[src/mrc_pkg.sv]
// shared types and constants for the modbus response checker
// no dependencies; used by the interfaces and all modules
package mrc_pkg;

	localparam int MAX_FRAME_BYTES = 256;
	localparam int HDR_BYTES       = 6;
	localparam int LEN_W           = $clog2(MAX_FRAME_BYTES + 1);
	localparam int IDX_W           = $clog2(HDR_BYTES + 1);

	localparam logic [2:0] ST_OK        = 3'd0;
	localparam logic [2:0] ST_EXCEPTION = 3'd1;
	localparam logic [2:0] ST_MALFORMED = 3'd2;
	localparam logic [2:0] ST_BAD_SLAVE = 3'd3;
	localparam logic [2:0] ST_FUNC_CODE = 3'd4;
	localparam logic [2:0] ST_EXC_OVER  = 3'd5;

	// standard function codes and the exception flag
	localparam logic [7:0] FC_RD_COILS         = 8'd1;
	localparam logic [7:0] FC_READ_DISCRETE    = 8'd2;
	localparam logic [7:0] FC_READ_HOLDING     = 8'd3;
	localparam logic [7:0] FC_READ_INPUT_REGS  = 8'd4;
	localparam logic [7:0] FC_WRITE_COIL       = 8'd5;
	localparam logic [7:0] FC_WRITE_REG        = 8'd6;
	localparam logic [7:0] FC_EXC_STATUS       = 8'd7;
	localparam logic [7:0] FC_DIAG             = 8'd8;
	localparam logic [7:0] FC_EVENT_COUNTER    = 8'd11;
	localparam logic [7:0] FC_EVENT_LOG        = 8'd12;
	localparam logic [7:0] FC_WRITE_COILS      = 8'd15;
	localparam logic [7:0] FC_WRITE_REGS       = 8'd16;
	localparam logic [7:0] FC_SERVER_ID        = 8'd17;
	localparam logic [7:0] FC_READ_FILE        = 8'd20;
	localparam logic [7:0] FC_WRITE_FILE       = 8'd21;
	localparam logic [7:0] FC_MASK_WRITE       = 8'd22;
	localparam logic [7:0] FC_RW_REGS          = 8'd23;
	localparam logic [7:0] FC_READ_FIFO        = 8'd24;
	localparam logic [7:0] EXC_FLAG            = 8'h80;

	typedef struct packed {
		logic       action;
		logic [7:0] data_byte;
		logic       first_byte;
		logic       last_byte;
	} item_t;

	typedef struct packed {
		logic [2:0] status;
		logic [6:0] exception_code;
		logic       is_exception;
	} result_t;

	// header bytes and length as they stand after the current byte
	typedef struct packed {
		logic [HDR_BYTES-1:0][7:0] rq;
		logic [HDR_BYTES-1:0][7:0] rs;
		logic [LEN_W-1:0]          len;
	} frame_view_t;

endpackage

[src/mrc_rule_check.sv]
// response-against-request rules, producing one status word
// depends on mrc_pkg; purely combinational
module mrc_rule_check (
	input  mrc_pkg::frame_view_t view,
	output mrc_pkg::result_t     res
);
	import mrc_pkg::*;

	localparam int CMP_W = 18;

	logic [7:0]       fc;
	logic [7:0]       bc;
	logic [15:0]      qty;
	logic [16:0]      qty_p7;
	logic [CMP_W-1:0] len_x;
	logic [CMP_W-1:0] bit_bytes;
	logic [CMP_W-1:0] reg_bytes;
	logic [CMP_W-1:0] len_from_bc;
	logic [CMP_W-1:0] fifo_len;
	logic [CMP_W-1:0] fifo_cnt_len;
	logic             echo6;
	logic             echo4;
	logic [2:0]       status;
	logic [6:0]       exc;

	always_comb begin
		fc           = view.rs[1];
		bc           = view.rs[2];
		qty          = {view.rq[4], view.rq[5]};
		qty_p7       = {1'b0, qty} + 17'd7;
		len_x        = CMP_W'(view.len);
		bit_bytes    = CMP_W'(qty_p7[16:3]);
		reg_bytes    = CMP_W'({qty, 1'b0});
		len_from_bc  = CMP_W'(bc) + CMP_W'(3);
		fifo_len     = reg_bytes + CMP_W'(6);
		fifo_cnt_len = CMP_W'({view.rs[2], view.rs[3]}) + CMP_W'(4);
		echo4        = (view.rq[3:0] == view.rs[3:0]);
		echo6        = echo4 && (view.rq[5:4] == view.rs[5:4]);

		status = ST_OK;
		exc    = '0;
		if (len_x < CMP_W'(3)) begin
			status = ST_MALFORMED;
		end else if (view.rs[0] != view.rq[0] || view.rs[0] == 8'd0) begin
			status = ST_BAD_SLAVE;
		end else if ({1'b0, fc[6:0]} != view.rq[1]) begin
			status = ST_FUNC_CODE;
		end else if (fc[7]) begin
			if (!bc[7]) begin
				exc    = bc[6:0];
				status = (bc == 8'd0) ? ST_OK : ST_EXCEPTION;
			end else begin
				status = ST_EXC_OVER;
			end
		end else begin
			case (fc) inside
				FC_RD_COILS, FC_READ_DISCRETE: begin
					if (CMP_W'(bc) != bit_bytes || len_x != len_from_bc)
						status = ST_MALFORMED;
				end
				FC_READ_HOLDING, FC_READ_INPUT_REGS, FC_RW_REGS: begin
					if (CMP_W'(bc) != reg_bytes || len_x != len_from_bc)
						status = ST_MALFORMED;
				end
				FC_WRITE_COIL, FC_WRITE_REG, FC_WRITE_COILS, FC_WRITE_REGS: begin
					if (len_x != CMP_W'(6) || !echo6)
						status = ST_MALFORMED;
				end
				FC_EXC_STATUS: begin
					if (len_x != CMP_W'(3))
						status = ST_MALFORMED;
				end
				FC_DIAG: begin
					if (len_x < CMP_W'(6) || !echo4)
						status = ST_MALFORMED;
				end
				FC_EVENT_COUNTER: begin
					if (len_x != CMP_W'(6))
						status = ST_MALFORMED;
				end
				FC_EVENT_LOG: begin
					if (len_x < CMP_W'(9) || len_x != len_from_bc)
						status = ST_MALFORMED;
				end
				FC_SERVER_ID: begin
					if (len_x < CMP_W'(5))
						status = ST_MALFORMED;
				end
				FC_MASK_WRITE: begin
					if (len_x != CMP_W'(8) || !echo6)
						status = ST_MALFORMED;
				end
				FC_READ_FIFO: begin
					if (len_x != fifo_len || len_x != fifo_cnt_len)
						status = ST_MALFORMED;
				end
				default: status = ST_FUNC_CODE;
			endcase
		end
	end

	assign res.status         = status;
	assign res.exception_code = (status == ST_EXCEPTION) ? exc : 7'd0;
	assign res.is_exception   = (view.len >= LEN_W'(2)) && view.rs[1][7];

endmodule
[config.mk]
export PLATFORM = sky130hd
export DESIGN_NAME = mrc_rule_check
export DESIGN_NICKNAME = d
export VERILOG_FILES = /design/src/mrc_pkg.sv /design/src/mrc_rule_check.sv
export SDC_FILE = /design/constraint.sdc
export NUM_CORES = 1
export LEC_CHECK = 0
export ABC_AREA = 1
export BUFFER_PORTS_ARGS = -buffer_cell sky130_fd_sc_hd__buf_2
export CORE_MARGIN = 3
export CORE_UTILIZATION = 55
export DETAILED_ROUTE_END_ITERATION = 8
export GPL_TIMING_DRIVEN = 0
export PLACE_DENSITY_LB_ADDON = 0.2
export SYNTH_ARGS = -nofsm -noshare
export SYNTH_HDL_FRONTEND = slang
export SYNTH_SLANG_ARGS = --single-unit
export TNS_END_PERCENT = 10
[constraint.sdc]
create_clock -name vclk -period 8.1
set_clock_uncertainty 0.1 [all_clocks]
set_input_delay 1.62 -clock vclk [all_inputs]
set_output_delay 1.62 -clock vclk [all_outputs]
set_load 0.1 [all_outputs]
==> impl_metrics.py <==
metrics = {
    "status": {
        "outcome": "finished clean",
    },
    "worst_setup_path": {
        "timing.critical_path.max_delay_family": "simple AND/OR/NAND/NOR gates",
        "worstPathMaxFanout": 7,
        "crit_path_max_incr_delay_ps": 440,
        "critical_path_required_ps": 6380,
        "cp_num_buf_inv": 3,
        "critical_path.slowest_cell": "sky130_fd_sc_hd__buf_2",
        "worstSetupEndpointType": "output port",
        "critPathLaunchType": "primary input",
        "critPathArrivalTime_ps": 4520,
        "critical_path_class": "primary input to output port",
        "critical_path.most_common_cell": "sky130_fd_sc_hd__nand2_1",
    },
    "yosys": {
        "synth.cell_area_sq_um": 3130,
        "avgSynthCellArea_sq_um": 5.32,
        "ys_types": 48,
        "synth.top_cell.area_share": 0.185,
        "synth_top_cells_by_area": "sky130_fd_sc_hd__nand2_1, sky130_fd_sc_hd__xnor2_1, sky130_fd_sc_hd__nor2_1",
        "syn-instance-count": 588,
        "synth_mux_area_frac": 0,
        "yosys_warning_total": 0,
        "synth_top_family_by_area": "simple AND/OR/NAND/NOR gates",
        "post-synth-top-area-cell": "sky130_fd_sc_hd__nand2_1",
        "synth_simple_gate_area_share": 0.556,
        "synthXorXnorAreaFrac": 0.195,
        "net_count_after_synthesis": 698,
        "synth-seq-area-share": 0,
        "synth_adder_area_share": 0.0200,
        "compound_cell_area_share_of_the_yosys_netlist": 0.0904,
    },
    "floorplanning": {
        "rows": 26,
        "io-pin-count": 116,
        "core_area_sq_um": 5300,
        "die_w_um": 81.4,
        "initial_core_util": 0.590,
        "chipHeight_um": 81.4,
        "floorplan.die_area_sq_um": 6630,
    },
    "worst_hold_path": {
        "worstHoldPathCells": 4,
        "min-delay-start": "view[24]",
        "hold-path-endpoint": "res[0]",
        "timing.hold.worst.class": "primary input to output port",
    },
    "global_route": {
        "global_route.overflow_total": 0,
        "antenna_found_initial": 0,
        "first_pass_grt_wire_length_um": 16200,
        "gr-usage-all-layers": 0.305,
        "grt_pass1_vias": 3658,
        "grt_max_degree": 11,
    },
    "timing": {
        "rsz0062_at_grt": "no",
        "finalHoldViolCount": 0,
        "fin_tns_setup_ps": 0,
        "final-setup-viol-count": 0,
        "timing.fmax_ghz": 0.160,
        "worstMarginPinSlew_ps": 502,
        "maxSlewHeadroom": 0.662,
        "slew_violations": 0,
        "fin_crit_sh": 0.771,
        "hold-worst-slack_ps": 3700,
        "post_route_minimum_period_ps": 6240,
    },
    "routing": {
        "routedWlPerCell_um": 13.7,
        "drc": 0,
        "met2_wirelength_um": 4750,
        "wl_met1_um": 4360,
        "route.antenna.remaining_nets": 0,
        "initialDrtViolationCount": 392,
        "detail_route.vias_per_cell": 5.38,
        "met3RoutedLength_um": 961,
        "routed_wl_um": 10400,
        "topRoutingLayerUsed": "met4",
        "firstDrtPassIters": 5,
        "vias": 4084,
    },
    "power_and_ir_drop": {
        "vdd_ir_drop_max_mv": 0.0366,
        "power_per_cell_area_nw_per_um2": 45.2,
        "p_leak_nw": 1.92,
        "power_after_layout_mw": 0.168,
    },
    "finish": {
        "diodes": 0,
        "seq_cells": 0,
        "layout-drive-gt1-share": 0.254,
        "seqCellArea_sq_um": 0,
        "final.clkbuf_count": 0,
        "nNetsFinal": 801,
        "area_delta_synth_final_pct": 19.0,
    },
    "clock_network": {
        "postCtsSetupRepairBufs": 0,
        "cts_hold_buf": 0,
        "cts-resized-gates": 0,
    },
    "placement": {
        "hpwlAfterDp_um": 8920,
        "gp_congestion": 0.943,
        "buffer_ports.inserted": 101,
    },
    "run": {
        "max_cap_viol_count": 0,
    },
}
## placed cells by master (no fill, tap or decap), types with 3 or more instances in the layout
cell type                  Yosys  final
sky130_fd_sc_hd__nand4_1      20     20
sky130_fd_sc_hd__o21ai_0      11     11
sky130_fd_sc_hd__nand3b_1      3      3
sky130_fd_sc_hd__buf_6         3      3
sky130_fd_sc_hd__o22ai_1       6      6
sky130_fd_sc_hd__inv_1        71     71
sky130_fd_sc_hd__nand2_2      12     12
sky130_fd_sc_hd__a21oi_1       8      8
sky130_fd_sc_hd__or2_2        14     14
sky130_fd_sc_hd__buf_2         1    102
sky130_fd_sc_hd__inv_2         8      8
sky130_fd_sc_hd__o21ai_1       3      3
sky130_fd_sc_hd__xnor2_1      37     37
sky130_fd_sc_hd__nand2_1     154    154
sky130_fd_sc_hd__nor2_1       79     79
sky130_fd_sc_hd__ha_1          5      5
sky130_fd_sc_hd__clkinv_1      3      3
sky130_fd_sc_hd__nor3_1       13     13
sky130_fd_sc_hd__nand2_4       3      3
sky130_fd_sc_hd__xor2_1       30     30
sky130_fd_sc_hd__buf_4        10     10
sky130_fd_sc_hd__nand3_1      43     43
sky130_fd_sc_hd__nor2_2       12     12
sky130_fd_sc_hd__nor2_4        5      5
sky130_fd_sc_hd__nor4_1        7      7
## per-layer routing
layer  up-vias  GRT usage
met3        37     0.0274
li1       2072          -
met5         -          0
met4         0     0.0878
met1      1756      0.396
met2       219      0.533
## layout make-up
| type | instances | area [sq um] |
|---|---|---|
| Buffer | 17 | 126 |
| Fill cell | 496 | 1580 |
| Inverter | 82 | 308 |
| Multi-Input combinational cell | 489 | 2690 |
| Tap cell | 70 | 87.6 |
| Timing Repair Buffer | 101 | 505 |
## cells in the mapped netlist, drive strengths merged (2+ instances only)
cell and number:
xor2 30, ha 5, clkbuf 3, nand2 169
a21oi 9, inv 79, a221oi 2, nor2 97
nand4 20, o21ai 15, or2 15, o22ai 6
nand3b 3, and2 2, nor3 13, nor4 7
xnor2 37, nand3 45, clkinv 3, buf 14
## worst max path at each step
stage / from / cells after the start / endpoint / slack [ps]
floorplan: view[97] / 24 / res[1] / 1710
global placement: view[97] / 26 / res[2] / 1980
detailed placement: view[97] / 26 / res[1] / 1970
CTS: view[97] / 26 / res[1] / 1950
global route: view[97] / 26 / res[1] / 1730
finish: view[97] / 26 / res[1] / 1860
## where the power goes
part / internal [mW] / switching [mW]
combinational: 0.0679 / 0.100
clock: 0 / 0
sequential: 0 / 0
total: 0.0679 / 0.100
## cells by family (layout without fill, tap and decap cells)
group | count (synthesis) | in the layout
adders and majority gates | 5 | 5
and+or+nand+nor | 372 | 372
buffers and inverters | 99 | 200
xor gates and xnor gates | 68 | 68
AOI/OAI and AO/OA | 44 | 44
## through the flow
| stage | instances | area (sq um) | util | setup WS (ps) |
|---|---|---|---|---|
| 6_report | 759 | 3720 | 0.702 | 1860 |
| 5_1_grt | 759 | 3720 | 0.702 | 1730 |
| 4_1_cts | 759 | 3720 | 0.702 | 1950 |
| 3_5_place_dp | 759 | 3720 | 0.702 | 1970 |
| 3_3_place_gp | 759 | 3720 | 0.702 | 1980 |
| 2_1_floorplan | 588 | 3130 | - | 1710 |
No activity file was read; power rests on OpenSTA's default activity.
